===== src/qse_pkg.sv =====
package qse_pkg;

  // Capacity of the element store and the widths that follow from it.
  localparam int MAX_ITEMS = 64;
  localparam int DEPTH     = 64;
  localparam int ADDR_W    = 6;
  localparam int CNT_W     = 7;
  localparam int DATA_W    = 32;
  localparam int ENTRY_W   = 2 * CNT_W;

  typedef logic [CNT_W-1:0]   cnt_t;
  typedef logic [ADDR_W-1:0]  addr_t;
  typedef logic [ENTRY_W-1:0] entry_t;

endpackage


===== src/quick_sort_engine.sv =====
// Channel  | Signals                      | Direction | Transaction
// ---------+------------------------------+-----------+---------------------------------
// input    | start, busy, value, last     | in        | start high while busy is low
// result   | strobe, value_res, last_res  | out       | every cycle with strobe high
//
// Loading accepts one item per cycle, with busy low throughout.
// The item marked last starts the sort: each partition reads an element (RDJ) and
// compares it (CMP) through the single read port of the element store, and each
// swap writes both slots in turn (SWJ, SWI) on its single write port. Results
// then follow, each read (ORD), then presented (OEM); busy falls the cycle
// after the final result. Synchronous reset empties the set and returns to
// loading. The receiver cannot stall results.
module quick_sort_engine (
  input  logic               clk,
  input  logic               rst,
  input  logic               start,
  output logic               busy,
  input  logic signed [31:0] value,
  input  logic               last,
  output logic               strobe,
  output logic signed [31:0] value_res,
  output logic               last_res
);

  // Sequencer state codes.
  localparam logic [3:0] S_LOAD  = 4'd0;
  localparam logic [3:0] S_POP   = 4'd1;
  localparam logic [3:0] S_RANGE = 4'd2;
  localparam logic [3:0] S_PIVOT = 4'd3;
  localparam logic [3:0] S_RDJ   = 4'd4;
  localparam logic [3:0] S_CMP   = 4'd5;
  localparam logic [3:0] S_SWJ   = 4'd6;
  localparam logic [3:0] S_SWI   = 4'd7;
  localparam logic [3:0] S_FINA  = 4'd8;
  localparam logic [3:0] S_FINB  = 4'd9;
  localparam logic [3:0] S_PUSHL = 4'd10;
  localparam logic [3:0] S_PUSHR = 4'd11;
  localparam logic [3:0] S_ORD   = 4'd12;
  localparam logic [3:0] S_OEM   = 4'd13;

  localparam qse_pkg::cnt_t ONE = qse_pkg::cnt_t'(1);
  localparam qse_pkg::cnt_t TWO = qse_pkg::cnt_t'(2);
  localparam qse_pkg::cnt_t CAP = qse_pkg::cnt_t'(qse_pkg::MAX_ITEMS);

  // Memories.
  logic signed [qse_pkg::DATA_W-1:0] store [qse_pkg::DEPTH];
  qse_pkg::entry_t                   stack [qse_pkg::DEPTH];

  logic [3:0]                        state;
  qse_pkg::cnt_t                     count;
  qse_pkg::cnt_t                     sp;
  qse_pkg::cnt_t                     lo;
  qse_pkg::cnt_t                     len;
  qse_pkg::cnt_t                     i;
  qse_pkg::cnt_t                     j;
  qse_pkg::cnt_t                     k;
  logic signed [qse_pkg::DATA_W-1:0] pivot;
  logic signed [qse_pkg::DATA_W-1:0] dj;
  logic signed [qse_pkg::DATA_W-1:0] store_rd;
  qse_pkg::entry_t                   stack_rd;

  // Store and stack port controls.
  qse_pkg::addr_t                    st_raddr;
  logic                              st_we;
  qse_pkg::addr_t                    st_waddr;
  logic signed [qse_pkg::DATA_W-1:0] st_wdata;
  qse_pkg::addr_t                    sk_raddr;
  logic                              sk_we;
  qse_pkg::addr_t                    sk_waddr;
  qse_pkg::entry_t                   sk_wdata;

  // Index sums inside the current range.
  qse_pkg::cnt_t sum_j;
  qse_pkg::cnt_t sum_i;
  qse_pkg::cnt_t sum_b;
  qse_pkg::cnt_t sp_dec;
  qse_pkg::cnt_t n_set;
  logic          accept;
  logic          room;
  logic          is_less;

  assign sum_j   = lo + j;
  assign sum_i   = lo + i;
  assign sum_b   = sum_i - ONE;
  assign sp_dec  = sp - ONE;
  assign accept  = start && !busy;
  assign room    = count < CAP;
  assign n_set   = room ? count + ONE : count;
  assign is_less = store_rd < pivot;

  assign busy      = state != S_LOAD;
  assign strobe    = state == S_OEM;
  assign value_res = store_rd;
  assign last_res  = (k + ONE) == count;

  // Port selection for both memories, driven by the sequencer state.
  always_comb begin
    st_raddr = sum_j[qse_pkg::ADDR_W-1:0];
    st_we    = 1'b0;
    st_waddr = sum_j[qse_pkg::ADDR_W-1:0];
    st_wdata = store_rd;
    sk_raddr = sp_dec[qse_pkg::ADDR_W-1:0];
    sk_we    = 1'b0;
    sk_waddr = sp[qse_pkg::ADDR_W-1:0];
    sk_wdata = {lo, i - ONE};
    case (state)
      S_LOAD: begin
        st_we    = accept && room;
        st_waddr = count[qse_pkg::ADDR_W-1:0];
        st_wdata = value;
        sk_we    = accept && last;
        sk_waddr = '0;
        sk_wdata = {qse_pkg::cnt_t'(0), n_set};
      end
      S_RANGE: st_raddr = stack_rd[qse_pkg::CNT_W +: qse_pkg::ADDR_W];
      S_RDJ: begin
        if (j == len) begin
          st_raddr = sum_b[qse_pkg::ADDR_W-1:0];
        end
      end
      S_CMP: st_raddr = sum_i[qse_pkg::ADDR_W-1:0];
      S_SWJ: st_we = 1'b1;
      S_SWI: begin
        st_we    = 1'b1;
        st_waddr = sum_i[qse_pkg::ADDR_W-1:0];
        st_wdata = dj;
      end
      S_FINA: begin
        st_we    = 1'b1;
        st_waddr = lo[qse_pkg::ADDR_W-1:0];
      end
      S_FINB: begin
        st_we    = 1'b1;
        st_waddr = sum_b[qse_pkg::ADDR_W-1:0];
        st_wdata = pivot;
      end
      S_PUSHL: sk_we = (i - ONE) >= TWO;
      S_PUSHR: begin
        sk_we    = (len - i) >= TWO;
        sk_wdata = {sum_i, len - i};
      end
      S_ORD: st_raddr = k[qse_pkg::ADDR_W-1:0];
      default: ;
    endcase
  end

  // Element store: one write and one registered read per cycle.
  always_ff @(posedge clk) begin
    if (st_we) begin
      store[st_waddr] <= st_wdata;
    end
    store_rd <= store[st_raddr];
  end

  // Range stack: one write and one registered read per cycle.
  always_ff @(posedge clk) begin
    if (sk_we) begin
      stack[sk_waddr] <= sk_wdata;
    end
    stack_rd <= stack[sk_raddr];
  end

  // Sequencer: load, partition ranges from the stack, then stream out.
  always_ff @(posedge clk) begin
    if (rst) begin
      state <= S_LOAD;
      count <= '0;
      sp    <= '0;
      k     <= '0;
    end else begin
      case (state)
        S_LOAD: begin
          if (accept) begin
            count <= n_set;
            if (last) begin
              sp    <= (n_set >= TWO) ? ONE : '0;
              state <= S_POP;
            end
          end
        end
        S_POP: begin
          if (sp == '0) begin
            k     <= '0;
            state <= S_ORD;
          end else begin
            sp    <= sp_dec;
            state <= S_RANGE;
          end
        end
        S_RANGE: begin
          lo    <= stack_rd[qse_pkg::ENTRY_W-1:qse_pkg::CNT_W];
          len   <= stack_rd[qse_pkg::CNT_W-1:0];
          state <= (stack_rd[qse_pkg::CNT_W-1:0] < TWO) ? S_POP : S_PIVOT;
        end
        S_PIVOT: begin
          pivot <= store_rd;
          i     <= ONE;
          j     <= ONE;
          state <= S_RDJ;
        end
        S_RDJ: begin
          if (j == len) begin
            state <= (i == ONE) ? S_PUSHL : S_FINA;
          end else begin
            state <= S_CMP;
          end
        end
        S_CMP: begin
          dj <= store_rd;
          if (is_less && (i != j)) begin
            state <= S_SWJ;
          end else begin
            j <= j + ONE;
            if (is_less) begin
              i <= i + ONE;
            end
            state <= S_RDJ;
          end
        end
        S_SWJ: begin
          // The slot at j takes the element from i this cycle; j moves on after it.
          j     <= j + ONE;
          state <= S_SWI;
        end
        S_SWI: begin
          i     <= i + ONE;
          state <= S_RDJ;
        end
        S_FINA:  state <= S_FINB;
        S_FINB:  state <= S_PUSHL;
        S_PUSHL: begin
          if ((i - ONE) >= TWO) begin
            sp <= sp + ONE;
          end
          state <= S_PUSHR;
        end
        S_PUSHR: begin
          if ((len - i) >= TWO) begin
            sp <= sp + ONE;
          end
          state <= S_POP;
        end
        S_ORD:   state <= S_OEM;
        S_OEM: begin
          k <= k + ONE;
          if (last_res) begin
            count <= '0;
            state <= S_LOAD;
          end else begin
            state <= S_ORD;
          end
        end
        default: state <= S_LOAD;
      endcase
    end
  end

  // The store never holds more than its capacity.
  assert property (@(posedge clk) disable iff (rst) count <= CAP)
    else $error("element count beyond capacity");

  // Pending ranges are disjoint, so the stack cannot exceed the store depth.
  assert property (@(posedge clk) disable iff (rst) sp <= CAP)
    else $error("range stack overflow");

  // A result never appears while the block is taking input.
  assert property (@(posedge clk) disable iff (rst) strobe |-> busy)
    else $error("result strobe while loading");

  // The final result returns the block to loading with an empty set.
  assert property (@(posedge clk) disable iff (rst)
                   strobe && last_res |=> !busy && count == '0)
    else $error("block did not return to loading after the final result");

  // The partition indices stay inside the current range.
  assert property (@(posedge clk) disable iff (rst)
                   (state == S_RDJ) |-> (i <= j && j <= len))
    else $error("partition index outside range");

endmodule


===== config.mk =====
export PLATFORM = sky130hd
export DESIGN_NAME = quick_sort_engine
export DESIGN_NICKNAME = d
export VERILOG_FILES = /design/src/qse_pkg.sv /design/src/quick_sort_engine.sv
export SDC_FILE = /design/constraint.sdc
export NUM_CORES = 2
export LEC_CHECK = 0
export BUFFER_PORTS_ARGS = -buffer_cell sky130_fd_sc_hd__buf_2
export CELL_PAD_IN_SITES_DETAIL_PLACEMENT = 1
export CELL_PAD_IN_SITES_GLOBAL_PLACEMENT = 2
export CORE_MARGIN = 2
export CORE_UTILIZATION = 48
export CTS_CLUSTER_DIAMETER = 50
export DETAILED_ROUTE_END_ITERATION = 8
export PLACE_DENSITY_LB_ADDON = 0.1
export SLEW_MARGIN = 20
export SYNTH_ARGS = -nofsm -noshare
export SYNTH_HDL_FRONTEND = slang
export SYNTH_SLANG_ARGS = --single-unit
export TNS_END_PERCENT = 1

===== constraint.sdc =====
create_clock -name clk -period 6.77 [get_ports clk]
set_input_delay 0 -clock clk [delete_from_list [all_inputs] [get_ports clk]]
set_output_delay 0 -clock clk [all_outputs]
set_load 0.01 [all_outputs]

==> out/results.ini <==
[synth]
synth_edf_count = 2971
synthArstFlopShare = 0
yosys.area.top_type = edfxtp_1
netlist_area_um2 = 120000
postSynthAreaPerCell_um2 = 16.1
synth_top_area_share = 0.743
seq_area_frac_synth = 0.754
ys_warn_count = 0
syn_inst = 7475
syn_nets = 7571
synth_cell_types = 82
synth.top_cells.by_area = edfxtp_1 (74%), mux4_2 (4.9%), nand2_1 (4.7%)
synth_seq_cells = 3041
synth_flop_cell = edfxtp_1

[cells_and_area]
final_util = 0.555
fin_nets = 7867
area_growth_pct = 14.9
fill_cells = 22798
drive_gt1_frac = 0.164
fin_cells = 11391

[critical_path]
startpoint_type = register
critPathKind = register to register
cp.arrival_ps = 6150
r2r_start = i[0]
crit_path_max_fanout = 17
end_kind = register
required_ps = 7420
crit_path_start = i[0]

[floorplanning]
core_area_um2 = 249000
die_w_um = 504
core.rowCount = 183
ios = 71
die_h_um = 504
initial_core_util = 0.483
die_area_um2 = 254000

[cts]
cts_num_sinks = 3041
cts_setup_buffers = 0
clkTransAtPathRegs_ps = 60
cts_made_buffers = 364
tritoncts = built
cts.htree.levels = 5
cts_root_buffer = clkbuf_16
cts_max_path_buffers = 4
clock_latency_ps = 980

[hold_path]
worstHoldStart = value[28]
min_path_type = primary input to register

[sta]
period_share = 0.813
worstMarginPinSlew_ps = 1170
final_hold_viol_count = 0
fin_skew_ps = 76.3
rsz0062_at_grt = false
final.setup.tns_ps = 0
fmax_ghz = 0.182
final_max_slew_viol_count = 0
setup_viol = 0
relSlewSlack = 0.221
period_minus_slack_ps = 5500

[pwr]
p_per_area_nw_per_um2 = 372
ir_drop_mv = 0.297
leakage_nw = 45.7

[job]
cap_violations = 0

[global_route]
grt_remaining_overflow = 0
grt_pass1_wl_mm = 518
grt_usage = 0.280
grt_pass1_vias = 72178
antenna_found_initial = 6
grt_max_degree = 108

[routing]
drc = 0
dr.first_iter.drc_count = 6502
drt-total-wl_mm = 360
vias_per_cell = 6.09
vias = 69363
dr.pass1.iters = 9
wire_per_inst_um = 31.6
antenna_left = 0

[placed_design]
dp_cells = 10727
gp_congestion = 0.837
port_buffers = 70
dpl.hpwl_mm = 204

[run_status]
status = completed

layer usage:
layer	wire length, um	vias up	global-route usage
li1	-	29755	-
met1	150000	37017	0.376
met2	181000	2061	0.476
met3	16500	530	0.0322
met4	13000	0	0.0987
met5	0	-	0
synthesized netlist by cell type, types with 7 or more instances:
cell type,instances
o21a_1,8
xor2_1,33
a221oi_1,12
a32oi_1,188
nor2b_1,14
a21oi_1,71
a31oi_1,15
and3_1,11
or3_1,13
nand3b_1,7
buf_2,75
a211oi_1,22
mux2i_1,342
edfxtp_1,2971
o21ai_0,24
o211ai_1,8
buf_1,43
nand3_1,402
and2_1,15
xnor2_1,35
a22oi_1,8
inv_1,59
o221ai_1,11
mux4_2,260
nand2b_1,12
nand2_1,1494
nor3_1,93
a32o_1,124
buf_6,50
buf_4,15
nor4_1,10
o22ai_1,14
a21o_1,21
nor2_1,231
a222oi_1,34
nand4_1,224
ha_1,57
or4_1,36
dfxtp_1,70
clkbuf_1,267
worst max-delay path: stages (launching register included):
cell      delay (ps)
edfxtp_1         630
ha_1             270
inv_1             70
fa_1             390
xor2_1           480
nand3_1          260
nor3_1           240
xnor2_1          150
a21oi_1           90
a21oi_1          480
nand3_1          720
nor2_4          1040
buf_4            380
registers in the layout, indices dropped and copies added, names as in the netlist:
name       flops
store       2048
stack        832
dj            32
pivot         32
value_res     32
stack_rd      13
count          7
i              7
j              7
k              7
len            7
sp             7
lo             6
state          4
report_power, final:
part	internal (mW)	switching (mW)
logic	2.54	6.44
registers	23.0	0.505
clock network	11.2	7.68
total	36.8	14.6
path summary, 6_finish.rpt:
check / slack [ps] / endpoint / depth (start not counted)
worst min register to register: 430 / len[0] / 0
worst max register to register: 1270 / store[39][3] / 12
worst max-delay path: 1270 / store[39][3] / 12
worst min-delay path: 80 / store[37][28] / 4
cells by family after synthesis:
family	count (synthesis)	share of synthesized area
xor+xnor	68	0.00496
flops	3041	0.754
compound gates	600	0.0414
mux	605	0.0775
buf+inv	509	0.0203
fa+ha+maj	60	0.00644
simple gates	2592	0.0951
placed cells by master, fill, tap and decap left out, types with 45 or more instances in the layout:
cell type,count
a21oi_1,45
a32o_1,124
a32oi_1,188
buf_2,70
buf_4,259
clkbuf_1,75
clkbuf_16,367
clkinv_1,47
clkinv_2,50
dfxtp_1,69
edfxtp_1,2971
ha_1,56
inv_1,59
mux2i_1,342
mux4_2,260
nand2_1,1488
nand3_1,401
nand4_1,224
nor2_1,164
nor2_4,69
nor3_1,88
layout make-up:
cell class,instances,area (um2),share of cell area
Sequential cell,3041,90600,0.656
Multi-Input combinational cell,3925,28200,0.204
Clock buffer,450,9580,0.0694
Tap cell,3330,4170,0.0302
Timing Repair Buffer,380,3260,0.0236
Clock inverter,194,1980,0.0143
Inverter,59,221,0.00160
Antenna cell,12,30.0,0.000217
repair_timing:
item | CTS | global route
hold endpoints to repair | 32 | 0
endpoints found under the setup margin | 0 | 0
hold buffers | 5 | 0
resized for setup | 0 | 0
through the flow:
step                      setup slack (ps)  cell area, um2  power (mW)  hold slack, ps
final                                 1270          138000        51.4            75.7
after CTS                             1260          138000        51.7            37.1
after floorplan                       1760          120000        28.6             329
after global placement                1210          126000        32.7             394
after detailed placement              1230          126000        32.9             416
after global routing                   727          138000        52.8             103
Note: power is estimated with default switching activity, not from simulation.
